==> config.mk <==
export PLATFORM = sky130hd
export DESIGN_NAME = gtex_interp
export DESIGN_NICKNAME = d
export VERILOG_FILES = /design/src/rtl/gtex_pkg.sv /design/src/rtl/gtex_interp.sv
export SDC_FILE = /design/constraint.sdc
export NUM_CORES = 1
export LEC_CHECK = 0
export BUFFER_PORTS_ARGS = -buffer_cell sky130_fd_sc_hd__buf_2
export CAP_MARGIN = 20
export CELL_PAD_IN_SITES_DETAIL_PLACEMENT = 0
export CELL_PAD_IN_SITES_GLOBAL_PLACEMENT = 1
export CORE_UTILIZATION = 49
export DETAILED_ROUTE_END_ITERATION = 6
export PLACE_DENSITY_LB_ADDON = 0.1
export SLEW_MARGIN = 20
export SYNTH_ARGS = -nofsm -noshare
export SYNTH_HDL_FRONTEND = slang
export SYNTH_SLANG_ARGS = --single-unit
==> constraint.sdc <==
create_clock -name i_clk -period 8.4 [get_ports i_clk]
set_input_delay 1.68 -clock i_clk [delete_from_list [all_inputs] [get_ports i_clk]]
set_output_delay 1.68 -clock i_clk [all_outputs]
set_load 0.05 [all_outputs]
==> src/rtl/gtex_pkg.sv <==
// Shared types and constants for the grid block texture interpolator.
// No dependencies; gen, interp, top and testbench use its scoped names.
package gtex_pkg;

    localparam int ACC_W      = 10;   // per-column corner interpolants
    localparam int DLT_W      = 6;    // corner deltas, (b - a) >>> 3
    localparam int DIF_W      = 8;    // row deltas, (s2 - s1) >>> 3
    localparam int SUM_W      = 12;   // sampled u, v and shade sum
    localparam int ADDR_MAX_W = 16;   // widest texture address carried

    localparam logic [7:0] TEXEL_BIAS = 8'd224;
    localparam logic [2:0] LAST_COL   = 3'd7;
    localparam logic [1:0] LAST_ROW   = 2'd3;   // row pair index of row 6

    typedef enum logic {
        KIND_WRITE = 1'b0,
        KIND_BLOCK = 1'b1
    } t_kind;

    // generator -> interpolation
    typedef struct packed {
        t_kind                   kind;
        logic [2:0]              x;
        logic [1:0]              yi;
        logic                    last;
        logic [ADDR_MAX_W-1:0]   waddr;
        logic [7:0]              wdata;
        logic signed [ACC_W-1:0] s1;
        logic signed [ACC_W-1:0] s2;
        logic signed [ACC_W-1:0] t1;
        logic signed [ACC_W-1:0] t2;
        logic signed [ACC_W-1:0] z1;
        logic signed [ACC_W-1:0] z2;
    } t_item;

    // row delta stage
    typedef struct packed {
        t_kind                   kind;
        logic [2:0]              x;
        logic [1:0]              yi;
        logic                    last;
        logic [ADDR_MAX_W-1:0]   waddr;
        logic [7:0]              wdata;
        logic signed [ACC_W-1:0] s1;
        logic signed [ACC_W-1:0] t1;
        logic signed [ACC_W-1:0] z1;
        logic signed [DIF_W-1:0] ds;
        logic signed [DIF_W-1:0] dt;
        logic signed [DIF_W-1:0] dz;
    } t_mid;

    // sample stage, drives the texture port
    typedef struct packed {
        t_kind                   kind;
        logic [2:0]              x;
        logic [1:0]              yi;
        logic                    last;
        logic [ADDR_MAX_W-1:0]   waddr;
        logic [7:0]              wdata;
        logic signed [SUM_W-1:0] u;
        logic signed [SUM_W-1:0] v;
        logic signed [SUM_W-1:0] zs;
    } t_smp;

endpackage

==> src/rtl/gtex_interp.sv <==
// Row interpolation: row deltas, then row-scaled sample of u, v and shade.
// Depends on gtex_pkg.
module gtex_interp (
    input  logic            i_clk,
    input  logic            i_rst_n,
    input  logic            i_en,
    input  logic            i_valid,
    input  gtex_pkg::t_item i_item,
    output logic            o_valid,
    output gtex_pkg::t_smp  o_smp
);
    localparam int DW = gtex_pkg::ACC_W + 1;
    localparam int SW = gtex_pkg::SUM_W;

    logic            r_v2, r_v3;
    gtex_pkg::t_mid  r_mid, n_mid;
    gtex_pkg::t_smp  r_smp, n_smp;

    logic signed [DW-1:0] w_ds, w_dt, w_dz;
    logic signed [SW-1:0] w_y, w_ys, w_yt, w_yz;

    always_comb begin
        w_ds = DW'(i_item.s2) - DW'(i_item.s1);
        w_dt = DW'(i_item.t2) - DW'(i_item.t1);
        w_dz = DW'(i_item.z2) - DW'(i_item.z1);
        n_mid.kind  = i_item.kind;
        n_mid.x     = i_item.x;
        n_mid.yi    = i_item.yi;
        n_mid.last  = i_item.last;
        n_mid.waddr = i_item.waddr;
        n_mid.wdata = i_item.wdata;
        n_mid.s1    = i_item.s1;
        n_mid.t1    = i_item.t1;
        n_mid.z1    = i_item.z1;
        n_mid.ds    = w_ds[DW-1:3];
        n_mid.dt    = w_dt[DW-1:3];
        n_mid.dz    = w_dz[DW-1:3];
    end

    always_comb begin
        w_y  = SW'($signed({1'b0, r_mid.yi, 1'b0}));
        w_ys = w_y * SW'(r_mid.ds);
        w_yt = w_y * SW'(r_mid.dt);
        w_yz = w_y * SW'(r_mid.dz);
        n_smp.kind  = r_mid.kind;
        n_smp.x     = r_mid.x;
        n_smp.yi    = r_mid.yi;
        n_smp.last  = r_mid.last;
        n_smp.waddr = r_mid.waddr;
        n_smp.wdata = r_mid.wdata;
        n_smp.u     = SW'(r_mid.s1) + w_ys;
        n_smp.v     = SW'(r_mid.t1) + w_yt;
        n_smp.zs    = SW'(r_mid.z1) + w_yz;
    end

    always_ff @(posedge i_clk) begin
        if (!i_rst_n) begin
            r_v2 <= 1'b0;
            r_v3 <= 1'b0;
        end else if (i_en) begin
            r_v2 <= i_valid;
            r_v3 <= r_v2;
        end
    end

    always_ff @(posedge i_clk) begin
        if (i_en) begin
            r_mid <= n_mid;
            r_smp <= n_smp;
        end
    end

    assign o_valid = r_v3;
    assign o_smp   = r_smp;
endmodule

==> impl_metrics.ini, run 1 <==
[outcome]
status = finished clean

[power]
p_leak_nw = 4.59
p_per_area_nw_per_um2 = 266
power_frac_seq_pct = 38.0
power_frac_comb_pct = 33.9
vdd_ir_drop_max_mv = 0.141
switching_share_pct = 35.8
p_switching_w = 0.000988
p_total_w = 0.00276
pwr-share-clk_pct = 28.1
internal-power_w = 0.00177

[die]
fp.coreArea_um2 = 17300
die_height_um = 135
die-area_um2 = 18200
fp.dieW_um = 135
start_util_pct = 50.1
rows = 48
pin_count = 163

[placed_design]
gp_congestion = 0.812
postPlaceCellArea_um2 = 9760
dp_hpwl_um = 12000
port_buffers = 162

[logic_synthesis]
syn-num-nets = 903
synthesis.area_um2 = 8670
yosys_warnings = 0
synth_seq_area_share_pct = 53.1
syn_inst = 694
ys_ff_latch = 154
synth_cell_types = 50
syn_avg_cell_area_um2 = 12.5
synth_flop_cell = edfxtp_1
synthArstFlopShare_pct = 0
synth_edf_count = 152

[timing]
finalCritPeriodShare_pct = 49.3
tightest_slew_ps = 857
maxSlewViolCount = 0
skew_ps = 6.02
final.setup.tns_ps = 0
finalHoldViolations = 0
clock.fmax_mhz = 242
final.min_clock_period_ps = 4140
rsz0062_at_grt = false
finalSetupViolations = 0
timing.slew.headroom_pct = 42.9

[worst_hold_path]
min_path_type = register to register

[routing]
via_per_inst = 5.18
totalWireLength_um = 15700
vias = 5748
antenna_left = 0
post_drt_wl_per_cell_um = 14.1
first_iter_violations = 225
drc = 0
dr.pass1.iters = 5

[clock_network]
clk_path_buf_depth = 2
clock_latency_ps = 420
clk_pin_slew_ps = 70
cts_tree = built
cts-root-buf = clkbuf_16
holdBufCountCts = 0
cts_max_level = 4
postCtsSetupBuffers = 0
cts_sinks = 154
cts_buffers = 17
cts_resized = 0

[worst_setup_path]
endpoint_kind = register
critical_path_required_ps = 8570
crit_fanout = 25
cp.arrival_ps = 4310
critical_path_class = register to register
cp-start-kind = register

[finish]
finish.instance_area_um2 = 10400
diodes = 0
multi_input_area_um2 = 3840
fillers = 1440
area_growth_pct = 19.7
layout-drive-gt1-share_pct = 23.6
regArea_um2 = 4600
fin_nets = 1081

[global_routing]
grt_pass1_wl_um = 25500
antenna_found_initial = 0
grt_max_degree = 96
grt_util_all_layers_pct = 18.0
grt_pass1_vias = 5526
overflow = 0

[job]
max_cap_viol_count = 0
routing by layer:
layer / wire length [µm] / global-route usage [%] / up-vias
met3: 691 / 4.02 / 10
met1: 7110 / 22.6 / 2690
met5: 0 / 0 / -
met4: 116 / 5.18 / 0
li1: - / - / 2923
met2: 7780 / 31.0 / 125
worst paths after layout:
kind                       startpoint                  end  slack, ps  cells past startpoint
setup / recovery  n_smp[61]$_DFFE_PP_  o_smp[11]$_DFFE_PP_       4260                     15
hold / removal    n_smp[66]$_DFFE_PP_  o_smp[66]$_DFFE_PP_        420                      0
setup reg to reg  n_smp[61]$_DFFE_PP_  o_smp[11]$_DFFE_PP_       4260                     15
hold reg to reg   n_smp[66]$_DFFE_PP_  o_smp[66]$_DFFE_PP_        420                      0
layout make-up:
class | instances | area share, %
clock buffer | 17 | 4.10
clock inverter | 15 | 1.87
inverter | 55 | 1.99
multi-input combinational | 481 | 37.0
sequential | 154 | 44.4
tap | 225 | 2.71
timing repair buffer | 163 | 7.95
power by group through the flow:
stage | clock network (W) | logic, W | registers, W
global placement | 0 | 0.000924 | 0.00106
CTS | 0.000795 | 0.000945 | 0.00105
detailed placement | 0 | 0.000939 | 0.00107
floorplan | 0 | 0.000479 | 0.00131
finish | 0.000775 | 0.000936 | 0.00105
global route | 0.000826 | 0.00103 | 0.00106
placed cells by master (no fill, tap or decap), types with 5 or more instances in the layout:
master / Yosys / final
and2_1: 43 / 43
xor2_1: 19 / 19
fa_1: 6 / 6
ha_1: 108 / 108
a21oi_1: 36 / 36
a211o_1: 5 / 5
nand2_1: 25 / 25
inv_6: 0 / 5
o21a_1: 9 / 9
o21ai_0: 25 / 25
a31oi_1: 7 / 7
edfxtp_1: 152 / 152
clkbuf_16: 0 / 17
buf_2: 0 / 161
nor2_1: 31 / 31
nor2b_1: 12 / 12
a211oi_1: 7 / 7
xnor2_1: 36 / 36
o21bai_1: 7 / 7
inv_1: 55 / 55
clkinv_8: 0 / 5
nand2b_1: 13 / 13
a21o_1: 15 / 15
nor3_1: 19 / 19
flip-flops by register name, summed over array words and instances, names as in the netlist:
signal	flops
o_smp	67
r_mid	54
n_smp	31
o_valid	1
r_v2	1
cells in the mapped netlist (3+ instances only):
master       n  area (µm²)
or2_2        3        18.8
or3_1        3        18.8
nor2b_1     12        75.1
edfxtp_1   152        4560
a211o_1      5        43.8
a31oi_1      7        43.8
and2_1      43         269
nand2_1     25        93.8
o211ai_1     4        30.0
a211oi_1     7        52.6
o21ai_0     25         125
nand4_1      4        25.0
inv_1       55         206
ha_1       108        1350
o21bai_1     7        52.6
nor3_1      19        95.1
clkbuf_1     4        15.0
a21oi_1     36         180
xor2_1      19         166
and3_1       4        25.0
a2111oi_0    3        26.3
mux2i_1      3        30.0
a21o_1      15         113
fa_1         6         120
o21a_1       9        67.6
o311ai_1     3        26.3
o2111ai_1    3        26.3
nor2_1      31         116
nand3_1      4        20.0
nand2b_1    13        81.3
xnor2_1     36         315
per-stage QoR:
stage                     worst slack (ps)  std cells  hold slack [ps]  util, %
after floorplan                       4650        694              400        -
after global placement                4290       1078              401     56.4
after detailed placement              4230       1078              405     56.4
after CTS                             4210       1110              417     60.0
after global routing                  3990       1110              425     60.0
final                                 4260       1110              415     60.0
critical path, cell delays in order, from the launching register on:
cell and delay, ps:
edfxtp_1 690, and2_1 270, ha_1 270, ha_1 160, inv_1 60, fa_1 460, nor2b_1 130, o21ai_0 100
nor2b_1 160, xnor2_1 120, ha_1 320, a211o_1 330, or2_2 270, a31oi_1 250, o21ai_0 150, xor2_1 150
logic make-up after synthesis:
| group | after synthesis | synth area share [%] |
|---|---|---|
| simple gates | 168 | 10.5 |
| flops | 154 | 53.1 |
| compound gates | 141 | 11.0 |
| fa+ha+maj | 114 | 17.0 |
| buf+inv | 59 | 2.56 |
| xor+xnor | 55 | 5.56 |
| mux | 3 | 0.347 |
Note: power is estimated with default switching activity, not from simulation.
==> run 2, diff against run 1 <==
- CORE_UTILIZATION: 49 -> 45
- clock period: 8.4 -> 4.2 ns (I/O delays scaled with it)
==> run 2 against run 1 <==
  * Largest power group unchanged
  * Register-to-register slack lost 3900 ps
  * Sequential power increased by 98%
  * Highest routed layer unchanged
  * Wire length grew 3.6%
  * Setup slack worse by 3900 ps
  * Combinational power rose by 100%
  * Critical path depth unchanged
  * Flip-flop and latch count unchanged
==> impl_metrics.ini, run 2 (synthesis gave the netlist of run 1 again) <==
[placed_design]
gp_congestion = 0.822
place_inst = 1091
dp_hpwl_um = 12300
port_buffers = 162

[worst_setup_path]
slowest_delay_ps = 490
crit_cells = 15
critical_path_class = register to register
critPathTopFamily = adder cells
r2r_end = o_smp[11]$_DFFE_PP_
crit_fanout = 9
critPathLaunch = n_smp[61]$_DFFE_PP_
cp-start-kind = register
cp.arrival_ps = 4020
cpMaxStageDelayCell = edfxtp_1
r2r_cells = 15
path_cells = and2_1 -> ha_1 -> ha_1 -> inv_1 -> fa_1 -> nor2b_1 -> o21ai_0 -> nor2b_1 -> xnor2_1 -> ha_1 -> a211o_1 -> or2_2 -> a31oi_1 -> o21ai_0 -> xor2_1
crit_buf_inv = 1
cpMostUsedCell = ha_1
critical_path_required_ps = 4370
endpoint_kind = register
endpoint = o_smp[11]$_DFFE_PP_
r2r_start = n_smp[61]$_DFFE_PP_
rrSetupSlack_ps = 350

[clock_network]
clk_path_buf_depth = 2
holdBufCountCts = 0
cts-root-buf = clkbuf_16
postCtsSetupBuffers = 0
cts_buffers = 17
clk_pin_slew_ps = 70
cts_max_level = 4
cts_tree = built
cts_resized = 0
clock_latency_ps = 430
cts_sinks = 154

[timing]
finalCritPeriodShare_pct = 91.7
finalHoldViolations = 0
maxSlewViolCount = 0
fin_hold_ws_ps = 419
clock.fmax_mhz = 260
timing.slew.headroom_pct = 43.5
rsz0062_at_grt = false
final.setup.tns_ps = 0
finalSetupViolations = 0
tightest_slew_ps = 848
final.min_clock_period_ps = 3850
skew_ps = 7.60

[finish]
diodes = 0
area_growth_pct = 20.1
final_util_pct = 55.4
layout-drive-gt1-share_pct = 24.0
multi_input_area_um2 = 3840
fillers = 1596
regArea_um2 = 4600
final_cell_mix = buf_2 (161), edfxtp_1 (152), ha_1 (108)
largest_reg_flops = 67
final_common_cell = buf_2
fin_nets = 1085
fin_cells = 1123

[die]
die-area_um2 = 19800
fp.coreArea_um2 = 18800
die_height_um = 141
rows = 50
pin_count = 163
fp.dieW_um = 141
start_util_pct = 46.2

[job]
max_cap_viol_count = 0

[global_routing]
antenna_found_initial = 0
grt_pass1_wl_um = 26800
grt_pass1_vias = 5782
grt_max_degree = 88
grt_util_all_layers_pct = 17.0
overflow = 0

[routing]
vias = 5707
dr.pass1.iters = 4
antenna_left = 0
totalWireLength_um = 16300
via_per_inst = 5.08
drc = 0
first_iter_violations = 219
post_drt_wl_per_cell_um = 14.5

[power]
p_per_area_nw_per_um2 = 532
p_leak_nw = 4.61
vdd_ir_drop_max_mv = 0.193

[outcome]
status = finished clean

[worst_hold_path]
min_path_type = register to register
==> run 2: cell count changes in the layout (fill, tap and decap cells not counted), sizes merged <==
cell,previous run,this run
buf,163,167
clkinv,6,2
inv,62,66
==> run 2: cell type report <==
class | count | share of cell area [%]
well taps | 234 | 2.81
repair buffers | 167 | 8.33
flip-flops and latches | 154 | 44.3
clock buffers | 17 | 4.09
inverters | 55 | 1.98
clock inverters | 15 | 1.61
multi-input cells | 481 | 36.9
==> run 2: worst min-delay path by stage <==
stage / cells past startpoint / end / slack [ps] / startpoint
2_1_floorplan: 0 / o_smp[0]$_DFFE_PP_ / 400 / r_mid[24]$_DFFE_PP_
3_3_place_gp: 0 / o_smp[42]$_DFFE_PP_ / 400 / n_smp[42]$_DFFE_PP_
3_5_place_dp: 0 / o_smp[36]$_DFFE_PP_ / 400 / n_smp[36]$_DFFE_PP_
4_1_cts: 0 / o_smp[36]$_DFFE_PP_ / 420 / n_smp[36]$_DFFE_PP_
5_1_grt: 0 / o_smp[39]$_DFFE_PP_ / 430 / n_smp[39]$_DFFE_PP_
6_report: 0 / o_smp[43]$_DFFE_PP_ / 420 / n_smp[43]$_DFFE_PP_
==> run 2: per-stage QoR <==
step / power [W] / setup WS [ps] / cell area [µm²]
after floorplan: 0.00358 / 448 / 8670
after global placement: 0.00399 / 407 / 9810
after detailed placement: 0.00402 / 340 / 9810
after CTS: 0.00559 / 319 / 10400
after global routing: 0.00584 / 84.6 / 10400
final: 0.00553 / 347 / 10400
==> run 2: per-layer routing <==
metal	GRT usage, %	vias up	share of wire [%]
met1	20.9	2656	46
met2	30.1	113	49
met4	4.86	0	0.98
met3	3.87	10	4.0
li1	-	2928	-
met5	0	-	0
==> run 2: where the power goes <==
part	internal, W	switching, W
logic	0.000679	0.00122
clock network	0.000851	0.000702
registers	0.00201	0.0000694
==> run 2: worst reg2reg max path: stages, from the launching register on <==
cell	delay (ps)
edfxtp_1	490
and2_1	190
ha_1	270
ha_1	160
inv_1	60
fa_1	450
nor2b_1	110
o21ai_0	100
nor2b_1	150
xnor2_1	120
ha_1	320
a211o_1	330
or2_2	280
a31oi_1	240
o21ai_0	160
xor2_1	160
