### config.mk
export PLATFORM = sky130hd
export DESIGN_NAME = gtex_gen_flat
export DESIGN_NICKNAME = d
export VERILOG_FILES = /design/src/rtl/gtex_pkg.sv /design/src/rtl/gtex_in_if.sv /design/src/rtl/gtex_gen.sv /design/src/flat_wrapper.sv
export SDC_FILE = /design/constraint.sdc
export NUM_CORES = 1
export LEC_CHECK = 0
export BUFFER_PORTS_ARGS = -buffer_cell sky130_fd_sc_hd__buf_2
export CAP_MARGIN = 20
export CORE_AREA = 3 3 169 138
export CTS_CLUSTER_SIZE = 12
export DETAILED_ROUTE_END_ITERATION = 7
export DIE_AREA = 0 0 172 141
export PLACE_DENSITY = 0.8
export SETUP_SLACK_MARGIN = 0.1
export SKIP_CTS_REPAIR_TIMING = 1
export SLEW_MARGIN = 10
export SYNTH_ARGS = -nofsm -noshare
export SYNTH_HDL_FRONTEND = slang
export SYNTH_SLANG_ARGS = --single-unit
### constraint.sdc
create_clock -name i_clk -period 7.1 [get_ports i_clk]
set_input_delay 0.355 -clock i_clk [delete_from_list [all_inputs] [get_ports i_clk]]
set_output_delay 0.355 -clock i_clk [all_outputs]
set_load 0.005 [all_outputs]
### src/rtl/gtex_pkg.sv
// Shared types and constants for the grid block texture interpolator.
// No dependencies; gen, interp, top and testbench use its scoped names.
package gtex_pkg;

    localparam int ACC_W      = 10;   // per-column corner interpolants
    localparam int DLT_W      = 6;    // corner deltas, (b - a) >>> 3
    localparam int DIF_W      = 8;    // row deltas, (s2 - s1) >>> 3
    localparam int SUM_W      = 12;   // sampled u, v and shade sum
    localparam int ADDR_MAX_W = 16;   // widest texture address carried

    localparam logic [7:0] TEXEL_BIAS = 8'd224;
    localparam logic [2:0] LAST_COL   = 3'd7;
    localparam logic [1:0] LAST_ROW   = 2'd3;   // row pair index of row 6

    typedef enum logic {
        KIND_WRITE = 1'b0,
        KIND_BLOCK = 1'b1
    } t_kind;

    // generator -> interpolation
    typedef struct packed {
        t_kind                   kind;
        logic [2:0]              x;
        logic [1:0]              yi;
        logic                    last;
        logic [ADDR_MAX_W-1:0]   waddr;
        logic [7:0]              wdata;
        logic signed [ACC_W-1:0] s1;
        logic signed [ACC_W-1:0] s2;
        logic signed [ACC_W-1:0] t1;
        logic signed [ACC_W-1:0] t2;
        logic signed [ACC_W-1:0] z1;
        logic signed [ACC_W-1:0] z2;
    } t_item;

    // row delta stage
    typedef struct packed {
        t_kind                   kind;
        logic [2:0]              x;
        logic [1:0]              yi;
        logic                    last;
        logic [ADDR_MAX_W-1:0]   waddr;
        logic [7:0]              wdata;
        logic signed [ACC_W-1:0] s1;
        logic signed [ACC_W-1:0] t1;
        logic signed [ACC_W-1:0] z1;
        logic signed [DIF_W-1:0] ds;
        logic signed [DIF_W-1:0] dt;
        logic signed [DIF_W-1:0] dz;
    } t_mid;

    // sample stage, drives the texture port
    typedef struct packed {
        t_kind                   kind;
        logic [2:0]              x;
        logic [1:0]              yi;
        logic                    last;
        logic [ADDR_MAX_W-1:0]   waddr;
        logic [7:0]              wdata;
        logic signed [SUM_W-1:0] u;
        logic signed [SUM_W-1:0] v;
        logic signed [SUM_W-1:0] zs;
    } t_smp;

endpackage

### src/rtl/gtex_in_if.sv
// Input channel: texel writes and block render beats.
// Depends on nothing; ADDR_BITS sets the texel address width.
interface gtex_in_if #(
    parameter int ADDR_BITS = 14
) ();
    logic                 valid;
    logic                 ready;
    logic                 kind;
    logic [ADDR_BITS-1:0] texel_addr;
    logic [7:0]           texel_value;
    logic [15:0]          coord_top_left;
    logic [15:0]          coord_top_right;
    logic [15:0]          coord_bottom_left;
    logic [15:0]          coord_bottom_right;
    logic [7:0]           shade_top_left;
    logic [7:0]           shade_top_right;
    logic [7:0]           shade_bottom_left;
    logic [7:0]           shade_bottom_right;

    modport source (
        output valid, kind, texel_addr, texel_value,
               coord_top_left, coord_top_right, coord_bottom_left, coord_bottom_right,
               shade_top_left, shade_top_right, shade_bottom_left, shade_bottom_right,
        input  ready
    );
    modport sink (
        input  valid, kind, texel_addr, texel_value,
               coord_top_left, coord_top_right, coord_bottom_left, coord_bottom_right,
               shade_top_left, shade_top_right, shade_bottom_left, shade_bottom_right,
        output ready
    );
endinterface

### src/rtl/gtex_gen.sv
// Item sequencer: holds one input beat and steps a block over 32 pixels.
// Depends on gtex_pkg and gtex_in_if.
module gtex_gen (
    input  logic          i_clk,
    input  logic          i_rst_n,
    input  logic          i_en,
    gtex_in_if.sink       i_in,
    output logic          o_valid,
    output gtex_pkg::t_item o_item
);
    typedef logic signed [gtex_pkg::DLT_W-1:0] t_dlt;
    typedef logic signed [gtex_pkg::ACC_W-1:0] t_acc;

    function automatic t_dlt f_delta(input logic [7:0] a, input logic [7:0] b);
        logic signed [8:0] diff;
        diff = $signed({1'b0, b}) - $signed({1'b0, a});
        return diff[8:3];
    endfunction

    function automatic t_acc f_base(input logic [7:0] a, input t_dlt d);
        return t_acc'({2'b00, a}) + t_acc'(d);
    endfunction

    logic                              r_busy;
    gtex_pkg::t_kind                   r_kind;
    logic [2:0]                        r_x;
    logic [1:0]                        r_yi;
    logic [gtex_pkg::ADDR_MAX_W-1:0]   r_waddr;
    logic [7:0]                        r_wdata;
    t_dlt                              r_d_s1, r_d_s2, r_d_t1, r_d_t2, r_d_z1, r_d_z2;
    t_acc                              r_b_s1, r_b_s2, r_b_t1, r_b_t2, r_b_z1, r_b_z2;
    t_acc                              r_s1, r_s2, r_t1, r_t2, r_z1, r_z2;

    t_dlt  n_d_s1, n_d_s2, n_d_t1, n_d_t2, n_d_z1, n_d_z2;
    logic  w_last, w_emit, w_accept;

    assign w_last   = (r_kind == gtex_pkg::KIND_WRITE) ||
                      (r_x == gtex_pkg::LAST_COL && r_yi == gtex_pkg::LAST_ROW);
    assign w_emit   = r_busy && i_en;
    assign i_in.ready = !r_busy || (i_en && w_last);
    assign w_accept = i_in.valid && i_in.ready;

    always_comb begin
        n_d_s1 = f_delta(i_in.coord_top_left[15:8],    i_in.coord_top_right[15:8]);
        n_d_s2 = f_delta(i_in.coord_bottom_left[15:8], i_in.coord_bottom_right[15:8]);
        n_d_t1 = f_delta(i_in.coord_top_left[7:0],     i_in.coord_top_right[7:0]);
        n_d_t2 = f_delta(i_in.coord_bottom_left[7:0],  i_in.coord_bottom_right[7:0]);
        n_d_z1 = f_delta(i_in.shade_top_left,          i_in.shade_top_right);
        n_d_z2 = f_delta(i_in.shade_bottom_left,       i_in.shade_bottom_right);
    end

    always_ff @(posedge i_clk) begin
        if (!i_rst_n) begin
            r_busy <= 1'b0;
        end else if (w_accept) begin
            r_busy <= 1'b1;
        end else if (w_emit && w_last) begin
            r_busy <= 1'b0;
        end
    end

    always_ff @(posedge i_clk) begin
        if (w_accept) begin
            r_kind  <= gtex_pkg::t_kind'(i_in.kind);
            r_x     <= '0;
            r_yi    <= '0;
            r_waddr <= gtex_pkg::ADDR_MAX_W'(i_in.texel_addr);
            r_wdata <= i_in.texel_value;
            r_d_s1  <= n_d_s1;
            r_d_s2  <= n_d_s2;
            r_d_t1  <= n_d_t1;
            r_d_t2  <= n_d_t2;
            r_d_z1  <= n_d_z1;
            r_d_z2  <= n_d_z2;
            r_b_s1  <= f_base(i_in.coord_top_left[15:8],    n_d_s1);
            r_b_s2  <= f_base(i_in.coord_bottom_left[15:8], n_d_s2);
            r_b_t1  <= f_base(i_in.coord_top_left[7:0],     n_d_t1);
            r_b_t2  <= f_base(i_in.coord_bottom_left[7:0],  n_d_t2);
            r_b_z1  <= f_base(i_in.shade_top_left,          n_d_z1);
            r_b_z2  <= f_base(i_in.shade_bottom_left,       n_d_z2);
            r_s1    <= f_base(i_in.coord_top_left[15:8],    n_d_s1);
            r_s2    <= f_base(i_in.coord_bottom_left[15:8], n_d_s2);
            r_t1    <= f_base(i_in.coord_top_left[7:0],     n_d_t1);
            r_t2    <= f_base(i_in.coord_bottom_left[7:0],  n_d_t2);
            r_z1    <= f_base(i_in.shade_top_left,          n_d_z1);
            r_z2    <= f_base(i_in.shade_bottom_left,       n_d_z2);
        end else if (w_emit) begin
            r_x <= r_x + 3'd1;
            if (r_x == gtex_pkg::LAST_COL) begin
                r_yi <= r_yi + 2'd1;
                r_s1 <= r_b_s1;
                r_s2 <= r_b_s2;
                r_t1 <= r_b_t1;
                r_t2 <= r_b_t2;
                r_z1 <= r_b_z1;
                r_z2 <= r_b_z2;
            end else begin
                r_s1 <= r_s1 + t_acc'(r_d_s1);
                r_s2 <= r_s2 + t_acc'(r_d_s2);
                r_t1 <= r_t1 + t_acc'(r_d_t1);
                r_t2 <= r_t2 + t_acc'(r_d_t2);
                r_z1 <= r_z1 + t_acc'(r_d_z1);
                r_z2 <= r_z2 + t_acc'(r_d_z2);
            end
        end
    end

    assign o_valid = r_busy;

    always_comb begin
        o_item.kind  = r_kind;
        o_item.x     = r_x;
        o_item.yi    = r_yi;
        o_item.last  = w_last;
        o_item.waddr = r_waddr;
        o_item.wdata = r_wdata;
        o_item.s1    = r_s1;
        o_item.s2    = r_s2;
        o_item.t1    = r_t1;
        o_item.t2    = r_t2;
        o_item.z1    = r_z1;
        o_item.z2    = r_z2;
    end
endmodule

### src/flat_wrapper.sv
// flat-port wrapper written by rule: the top's interface ports become plain ports
module gtex_gen_flat 
  (i_clk, i_rst_n, i_en, o_valid, o_item, i_in_valid, i_in_kind, i_in_texel_addr, i_in_texel_value, i_in_coord_top_left, i_in_coord_top_right, i_in_coord_bottom_left, i_in_coord_bottom_right, i_in_shade_top_left, i_in_shade_top_right, i_in_shade_bottom_left, i_in_shade_bottom_right, i_in_ready);
  gtex_in_if i_in_i ();
  input  logic i_clk;
  input  logic i_rst_n;
  input  logic i_en;
  output logic o_valid;
  output gtex_pkg::t_item o_item;
  input wire logic [$bits(i_in_i.valid)-1:0] i_in_valid;
  input wire logic [$bits(i_in_i.kind)-1:0] i_in_kind;
  input wire logic [$bits(i_in_i.texel_addr)-1:0] i_in_texel_addr;
  input wire logic [$bits(i_in_i.texel_value)-1:0] i_in_texel_value;
  input wire logic [$bits(i_in_i.coord_top_left)-1:0] i_in_coord_top_left;
  input wire logic [$bits(i_in_i.coord_top_right)-1:0] i_in_coord_top_right;
  input wire logic [$bits(i_in_i.coord_bottom_left)-1:0] i_in_coord_bottom_left;
  input wire logic [$bits(i_in_i.coord_bottom_right)-1:0] i_in_coord_bottom_right;
  input wire logic [$bits(i_in_i.shade_top_left)-1:0] i_in_shade_top_left;
  input wire logic [$bits(i_in_i.shade_top_right)-1:0] i_in_shade_top_right;
  input wire logic [$bits(i_in_i.shade_bottom_left)-1:0] i_in_shade_bottom_left;
  input wire logic [$bits(i_in_i.shade_bottom_right)-1:0] i_in_shade_bottom_right;
  output wire logic [$bits(i_in_i.ready)-1:0] i_in_ready;
  assign i_in_i.valid = i_in_valid;
  assign i_in_i.kind = i_in_kind;
  assign i_in_i.texel_addr = i_in_texel_addr;
  assign i_in_i.texel_value = i_in_texel_value;
  assign i_in_i.coord_top_left = i_in_coord_top_left;
  assign i_in_i.coord_top_right = i_in_coord_top_right;
  assign i_in_i.coord_bottom_left = i_in_coord_bottom_left;
  assign i_in_i.coord_bottom_right = i_in_coord_bottom_right;
  assign i_in_i.shade_top_left = i_in_shade_top_left;
  assign i_in_i.shade_top_right = i_in_shade_top_right;
  assign i_in_i.shade_bottom_left = i_in_shade_bottom_left;
  assign i_in_i.shade_bottom_right = i_in_shade_bottom_right;
  assign i_in_ready = i_in_i.ready;
  gtex_gen u_core (.i_clk(i_clk), .i_rst_n(i_rst_n), .i_en(i_en), .i_in(i_in_i), .o_valid(o_valid), .o_item(o_item));
endmodule
==> run metrics, run 1 <==
layout cells sized above 1 between 10% and 20%; die height 141 um; min cycle time layout 4.238 ns; Hold Path Stages 1; antenna diode count 0; chip width 172 um; f_max 235.9 MHz; unrepaired setup endpoints after global routing no; I/O Buffers 213; placed inst area 13620 um2; Post-synth top flop edfxtp_1; fin area 14200 um2; met3 global-route usage 3.757%; Worst-Margin Slew 1.024 ns; max_cap viols 0; post-synthesis cell count 1161; M2 GR Usage roughly 36%; Slew HR 31.31%; hold crit path type input pin to register; busiest metal layer after global routing met2; Distinct cells, synth 62; fin nets about 1600; Final GP Congestion 0.8534; CP Data Required Time 7.39 ns; status finished clean; Non-Filler Instances 1655; Setup crit start kind register; via count 9209; die area 24250 um2; Worst setup EP type register; Syn. warnings 0; filler instances 1717; Synth top area share 43.70%; Hold Fails Final Rpt 0; # rows 48; DRT Pass-1 Iters 5; Power Density about 300 nW/um2; Vias/cell around 5.6; DP HPWL ~19000 um; EDFF count, synth 179; synthesized cell area 12300 um2; final worst-path cycle share 59.70%; Reg2Reg Depth 12; Final setup violation count 0; Multi-input gate area 6379 um2; initial core utilization 56.89%; Yosys reg bits 185; area occupied by registers 5495 um2; GRT Util Overall 21.49%; Seq/Total Area, Yosys 44.68%; initial detailed-routing violation count 526; worst-path fanout max 119; clock slew at reported path FFs 0.07 ns; CTS tree done; vias in the first global route 8929; clock skew 0.01056 ns; Skew-Pair Late Insertion Delay 0.43 ns; Global Route met1 Usage between 20% and 30%; Setup CP Type register to register; Worst EP arrival 4.53 ns; DR WL/cell 15.90 um; cell taking the most area after synthesis edfxtp_1; Root Buffer Master clkbuf_16; Num Clock Sinks roughly 190; Final Max Tran Viols 0; TritonCTS buffer count 17; Max clock buf depth 2; Syn Area/Cell roughly 11 um2; first-pass GRT wire length 42640 um; DRT Wirelength 26310 um; Setup Total Neg Slack 0 ns; I/O pin count 216; core area ~22000 um2; asr flop ratio synth 0%; Area growth syn-to-layout 15.45%; pin count of the biggest net entering global routing 120; leakage a little over 6 nW; DR DRC count 0; Max VDD drop 0.1824 mV; Antenna Violating Nets Remaining 0; gr ovfl total 0; placed instance count 1623; initial antenna violation count 0; Max H-tree Level 4; Area contributors post-synth edfxtp_1 44%, ha_1 14%, xnor2_1 5.2%
==> metal layers <==
| metal | part of all wire, % | vias to the layer above |
|---|---|---|
| li1 | - | 4643 |
| met1 | 46 | 4293 |
| met3 | 5.8 | 29 |
| met4 | 1.4 | 0 |
| met5 | 0 | - |
| met2 | 47 | 244 |
==> area by class of cell <==
class,count,area share [%]
inverters,82,2.203
repair buffers,216,7.666
clock inverters,15,1.093
multi-input cells,865,44.92
flip-flops and latches,185,38.70
clock buffers,17,2.996
well taps,275,2.423
==> synth_stat cells (6+ instances only) <==
cell / count
dfxtp_1: 6
o21bai_1: 18
a21oi_1: 113
and3_1: 13
o21ai_0: 61
o211ai_1: 6
nor2_1: 102
nor3_1: 28
nand2b_1: 13
nor4_1: 11
xor2_1: 31
a211oi_1: 12
fa_1: 12
edfxtp_1: 179
and2_1: 14
nand2_1: 53
a31oi_1: 9
mux2_2: 6
mux2i_1: 21
inv_1: 81
clkbuf_1: 17
nor2b_1: 23
o21a_1: 28
xnor2_1: 73
a21o_1: 28
nand3_1: 7
ha_1: 133
==> registers in the layout, indices dropped and copies added, names as in the netlist, 8 cells and up <==
| name | flops |
|---|---|
| u_core.r_b_t1 | 10 |
| u_core.r_s1 | 10 |
| u_core.r_b_s2 | 10 |
| u_core.r_t1 | 10 |
| u_core.r_b_z1 | 10 |
| u_core.r_z1 | 10 |
| u_core.r_b_s1 | 10 |
| u_core.r_waddr | 14 |
| u_core.r_wdata | 8 |
| u_core.r_t2 | 10 |
| u_core.r_b_z2 | 10 |
| u_core.r_z2 | 10 |
| u_core.r_b_t2 | 10 |
| u_core.r_s2 | 10 |
==> final timing paths <==
path / slack [ns] / from / end
setup / recovery: 2.86 / u_core.r_x[0]$_SDFFE_PP0P_ / u_core.r_t1[6]$_DFFE_PP_
hold / removal: 0.1 / i_in_texel_addr[10] / u_core.r_waddr[10]$_DFFE_PP_
setup reg to reg: 2.86 / u_core.r_x[0]$_SDFFE_PP0P_ / u_core.r_t1[6]$_DFFE_PP_
hold reg to reg: 0.49 / u_core.r_x[1]$_SDFFE_PP0P_ / u_core.r_x[1]$_SDFFE_PP0P_
==> cells by family (layout without fill, tap and decap cells) <==
group                      count (synthesis)  in the layout  share of synthesized area [%]
AOI/OAI and AO/OA                        310            310                          15.70
muxes                                     27             27                          2.258
other                                      1              2                        0.03049
xor gates and xnor gates                 104            104                          7.406
buffers and inverters                    112            330                          3.744
DFF                                      185            185                          44.68
adders and majority gates                145            145                          15.48
and+or+nand+nor                          277            277                          10.70
==> worst max-delay path, cell delays in order, from the launching register on <==
cell and delay (ns):
dfxtp_1 0.37, ha_1 0.21, ha_4 0.79, a21bo_2 0.26
nand2_1 0.05, nand2_1 0.14, nand2_4 0.06, buf_4 0.40
inv_6 0.85, buf_4 0.55, a21oi_1 0.09, o21ai_0 0.13
o21a_1 0.15
==> where the power goes <==
part           internal (W)  total [W]  switching [W]  leakage (nW)
Sequential          0.00149    0.00160       0.000105          1.77
Combinational      0.000761    0.00165       0.000893          4.07
Clock              0.000499   0.000947       0.000449         0.280
Total               0.00275    0.00420        0.00145          6.12
==> per-stage QoR <==
stage | total power (W) | utilization (%) | hold slack (ns) | worst slack (ns)
6_report | 0.004202 | 65.68 | 0.09808 | 2.862
5_1_grt | 0.004487 | 65.68 | 0.08422 | 2.474
4_1_cts | 0.004221 | 65.68 | 0.07897 | 2.774
3_5_place_dp | 0.003255 | 62.99 | 0.4727 | 2.835
3_3_place_gp | 0.003185 | 62.99 | 0.4588 | 2.934
2_1_floorplan | 0.002821 | - | 0.4539 | 1.927
==> cell usage in the layout (no fill, tap or decap), types with 4 or more instances in the layout <==
cell type and count:
mux2i_1 21, clkbuf_16 17, a211oi_1 12, nor4_1 11
o211ai_1 6, nand3_1 7, nor2b_1 23, nor2_1 102
nand2_1 52, buf_2 213, fa_1 12, mux2_2 6
inv_1 80, o21bai_1 18, a31oi_1 9, and3_1 13
xor2_1 31, a21o_1 28, nor3_1 28, nand2b_1 13
o21ai_0 60, a21oi_1 113, dfxtp_1 6, inv_6 5
a21oi_2 4, inv_8 4, ha_1 132, xnor2_1 73
and2_1 14, o21a_1 28, edfxtp_1 179
Note: power is estimated with default switching activity, not from simulation.
==> inputs of run 2 (changes only) <==
Settings changed: CORE_AREA 3 3 169 138 to 3 3 176 144, DIE_AREA 0 0 172 141 to 0 0 179 147, PLACE_DENSITY 0.8 to 0.77.
Clock period 7.1 ns to 3.5 ns, I/O delays scaled along.
==> run metrics, run 2 (same netlist as run 1, synthesis figures left out) <==
antenna diode count 0 (unchanged); commonest non-fill, non-tap cell in the layout buf_2; I/O Buffers 213 (unchanged); max_cap viols 0 (unchanged); final worst-path cycle share 87.86%; Final Max Tran Viols 0 (unchanged); Reg2Reg Depth 8 (-4); status finished clean; layout cells sized above 1 20.11% (+0.48 points); gr ovfl total 0 (unchanged); Num Clock Sinks 185 (unchanged); die area 26310 um2 (+8.5%); Final setup violation count 0 (unchanged); Skew-Pair Late Insertion Delay 0.43 ns (about the same); leakage 6.309 nW (+3.1%); Non-Filler Instances 1729 (+4.5%); Root Buffer Master clkbuf_16; max FFs per register 14 (unchanged); commonest cells after routing, fill and taps aside 213 x buf_2, 179 x edfxtp_1, 132 x ha_1; Setup crit start kind input pin; Antenna Violating Nets Remaining 0 (unchanged); chip width 179 um (+4.1%); vias in the first global route 9007 (+0.87%); most flop-heavy register u_core.r_waddr; initial core utilization 52.43% (-4.5 points); Max VDD drop 0.3059 mV (+68%); f_max 325.2 MHz; hold crit path type input pin to register; Slew HR 39.67% (+8.4 points); final worst slack 0.4248 ns (-2.437 ns); Worst-Margin Slew 0.9050 ns (-0.1190 ns); fin nets 1672 (+2.3%); Final GP Congestion 0.8225 (-3.6%); Hold WS 0.04745 ns (-0.05063 ns); Max clock buf depth 2 (unchanged); initial detailed-routing violation count 645 (+23%); DRT Pass-1 Iters 5 (unchanged); Setup Total Neg Slack 0 ns (unchanged); via count 9355 (+1.6%); Worst setup EP type register; Hold Path Stages 3 (+2); Hold Fails Final Rpt 0 (unchanged); Max H-tree Level 4 (unchanged); DRT Wirelength 27320 um (+3.9%); I/O pin count 216 (unchanged); worst-path fanout max 4 (-97%); core area 23460 um2 (+8.5%); die height 147 um (+4.3%); unrepaired setup endpoints after global routing no; r2r setup slk 0.94 ns (-1.92 ns); first-pass GRT wire length 43950 um (+3.1%); Power Density 589.3 nW/um2 (+99%); CTS tree done; DP Worst Slack -0.02741 ns (-2.863 ns); clock slew at reported path FFs 0.08 ns (about the same); Area growth syn-to-layout 19.11%; # rows 50 (+4.2%); Vias/cell 5.411 (-2.8%); placed instance count 1673 (+3.1%); clock skew 0.01266 ns (+0.002104 ns); GRT Util Overall 20.46% (-1.0 points); TritonCTS buffer count 17 (unchanged); CP Data Required Time 3.69 ns (-3.70 ns); DP HPWL 20270 um (+5.7%); DR WL/cell 15.80 um (-0.59%); min cycle time layout around 3.1 ns; Worst EP arrival 3.27 ns (-1.26 ns); Setup CP Type input pin to register; initial antenna violation count 0 (unchanged); pin count of the biggest net entering global routing 61 (-49%); DR DRC count 0 (unchanged)
==> run 2: cell count changes in the layout (fill, tap and decap cells not counted), sizes merged <==
cell	change
buf	+13
bufinv	-1
clkinv	+4
clkinvlp	-2
dlygate4sd3	+24
inv	-1
==> run 2: report_power, final <==
part | total [W] | leakage [nW] | switching [W] | internal [W]
combinational | 0.00342 | 4.24 | 0.00183 | 0.00159
clock | 0.00199 | 0.299 | 0.00100 | 0.000982
sequential | 0.00323 | 1.77 | 0.000200 | 0.00303
total | 0.00863 | 6.31 | 0.00304 | 0.00560
==> run 2: final timing paths <==
check / from / end
setup reg to reg: u_core.r_s1[4]$_DFFE_PP_ / u_core.r_s1[9]$_DFFE_PP_
hold / removal: i_en / u_core.r_x[1]$_SDFFE_PP0P_
setup / recovery: i_in_shade_bottom_left[2] / u_core.r_z2[7]$_DFFE_PP_
hold reg to reg: u_core.r_x[1]$_SDFFE_PP0P_ / u_core.r_x[1]$_SDFFE_PP0P_
==> run 2: per-stage QoR <==
| stage | total power [W] | area, um2 | utilization (%) |
|---|---|---|---|
| detailed placement | 0.006638 | 13790 | 58.77 |
| global placement | 0.006509 | 13790 | 58.77 |
| finish | 0.008633 | 14650 | 62.45 |
| floorplan | 0.005714 | 12310 | - |
| global route | 0.009256 | 14650 | 62.45 |
| CTS | 0.008654 | 14410 | 61.42 |
==> run 2: area by class of cell <==
cell class	instances	area, um2
Fill cell	1874	8810
Inverter	82	312.8
Timing Repair Buffer	253	1451
Tap cell	312	390.4
Clock buffer	17	425.4
Clock inverter	15	196.4
Sequential cell	185	5495
Multi-Input combinational cell	865	6379
==> run 2: layer usage <==
metal | vias up | track usage, % | routed length (um)
li1 | 4715 | - | -
met1 | 4366 | 28.44 | 12760
met2 | 253 | 33.26 | 12840
met3 | 21 | 4.109 | 1483
met4 | 0 | 4.439 | 246
met5 | - | 0 | 0
==> run 2: worst max-delay path, stage by stage <==
cell      delay [ns]
buf_2           0.10
inv_1           0.04
ha_1            0.29
a21oi_1         0.15
o21ai_0         0.18
and2_1          0.23
o21a_1          0.18
nor2_1          0.25
ha_1            0.30
a211oi_1        0.29
o21bai_1        0.12
a21oi_1         0.33
and3_1          0.21
mux2i_1         0.08
xnor2_1         0.16
o21a_1          0.18
==> inputs of run 3 (changes only) <==
Settings changed: CAP_MARGIN 20 to 30, MAX_ROUTING_LAYER from default to met4.
==> run metrics, run 3 (same netlist as run 1, synthesis figures left out) <==
CP bufs+invs 2 (unchanged); GRT Util Overall 21.08% (+0.62 points); Worst setup EP type register; via count 9367 (+0.13%); Hold WS 0.04732 ns (-0.0001343 ns); max_cap viols 0 (unchanged); Vias/cell 5.418 (+0.13%); Met1 Wirelength 12690 um (-0.50%); Max VDD drop 0.3060 mV (about the same); slowest cell on the critical path a21oi_1; Worst EP arrival 3.27 ns (about the same); DR DRC count 0 (unchanged); leakage 6.309 nW (unchanged); Root Buffer Master clkbuf_16; min cycle time layout 3.078 ns (+0.002395 ns); fin nets 1672 (unchanged); initial antenna violation count 0 (unchanged); DRT Pass-1 Iters 4 (-1); Max H-tree Level 4 (unchanged); Non-Filler Instances 1729 (unchanged); # rows 50 (unchanged); antenna diode count 0 (unchanged); commonest non-fill, non-tap cell in the layout buf_2; clock skew 0.01261 ns (-0.00004690 ns); Power Density 589.0 nW/um2 (about the same); Num Clock Sinks 185 (unchanged); die height 147 um (unchanged); chip width 179 um (unchanged); pin count of the biggest net entering global routing 61 (unchanged); DP HPWL 20270 um (unchanged); first-pass GRT wire length 44000 um (+0.13%); initial core utilization 52.43% (unchanged); die area 26310 um2 (unchanged); I/O pin count 216 (unchanged); I/O Buffers 213 (unchanged); layout cells sized above 1 20.11% (unchanged); initial detailed-routing violation count 656 (+1.7%); Worst-Margin Slew 0.9091 ns (+0.004075 ns); DP Worst Slack -0.02741 ns (unchanged); commonest cells after routing, fill and taps aside 213 x buf_2, 179 x edfxtp_1, 132 x ha_1; Antenna Violating Nets Remaining 0 (unchanged); Final setup violation count 0 (unchanged); vias in the first global route 9003 (-0.044%); CP Data Required Time 3.69 ns (about the same); DR WL/cell 15.80 um (about the same); Crit path max-delay family compound AO/OA/AOI/OAI gates; max FFs per register 14 (unchanged); top layer in use met4; Slew HR 39.39% (-0.27 points); Final Max Tran Viols 0 (unchanged); hold crit path type input pin to register; Setup crit start kind input pin; f_max 324.9 MHz (about the same); gr ovfl total 0 (unchanged); final worst slack 0.4225 ns (-0.002395 ns); Skew-Pair Late Insertion Delay 0.43 ns (about the same); DR WL met3 1542 um (+4.0%); TritonCTS buffer count 17 (unchanged); crit-path max cell delay 0.34 ns (about the same); met2 routed WL 12800 um (-0.25%); Area growth syn-to-layout 19.11% (unchanged); core area 23460 um2 (unchanged); Max clock buf depth 2 (unchanged); Setup CP Type input pin to register; final design utilization 62.45% (unchanged); CP Cell Sequence buf_2 > inv_1 > ha_1 > a21oi_1 > o21ai_0 > and2_1 > o21a_1 > nor2_1 > ha_1 > a211oi_1 > o21bai_1 > a21oi_1 > and3_1 > mux2i_1 > xnor2_1 > o21a_1; r2r setup slk 0.95 ns (about the same); clock slew at reported path FFs 0.08 ns (about the same); Hold Fails Final Rpt 0 (unchanged); placed instance count 1673 (unchanged); most flop-heavy register u_core.r_waddr; worst-path fanout max 4 (unchanged); status finished clean; DRT Wirelength 27320 um (about the same); Final GP Congestion 0.8349 (+1.5%); CTS tree done; unrepaired setup endpoints after global routing no; final worst-path cycle share 87.93% (about the same)
-- run 3: per-stage QoR --
step / setup TNS (ns) / instance area [um2] / total power [W]
2_1_floorplan: 0 / 12310 / 0.005714
3_3_place_gp: 0 / 13790 / 0.006509
3_5_place_dp: -0.02741 / 13790 / 0.006638
4_1_cts: 0 / 14410 / 0.008654
5_1_grt: 0 / 14650 / 0.009256
6_report: 0 / 14650 / 0.008629
-- run 3: cell type report --
type                    count  area [um2]
fillers                  1874        8810
multi-input cells         865        6379
flip-flops and latches    185        5495
repair buffers            253        1451
clock buffers              17       425.4
well taps                 312       390.4
inverters                  82       312.8
clock inverters            15       196.4
-- run 3: path summary, 6_finish.rpt --
path                              start  depth (start not counted)                    endpoint
max           i_in_shade_bottom_left[2]                         16    u_core.r_z2[7]$_DFFE_PP_
min                                i_en                          3  u_core.r_x[1]$_SDFFE_PP0P_
max reg2reg    u_core.r_s1[4]$_DFFE_PP_                          8    u_core.r_s1[9]$_DFFE_PP_
min reg2reg  u_core.r_x[1]$_SDFFE_PP0P_                          2  u_core.r_x[1]$_SDFFE_PP0P_
-- run 3: per-layer routing --
layer | up-vias | global-route usage, %
li1 | 4720 | -
met1 | 4362 | 28.46
met2 | 262 | 33.36
met3 | 23 | 4.005
met4 | 0 | 4.439
met5 | - | -
-- run 3: power by group --
part           internal (W)  switching [W]  total [W]
Clock              0.000982        0.00100    0.00198
Sequential          0.00303       0.000201    0.00323
Combinational       0.00159        0.00183    0.00342
-- run 3: worst min-delay path, cell delays in order --
cell	delay (ns)
buf_2	0.13
nand3_1	0.08
a21oi_1	0.05
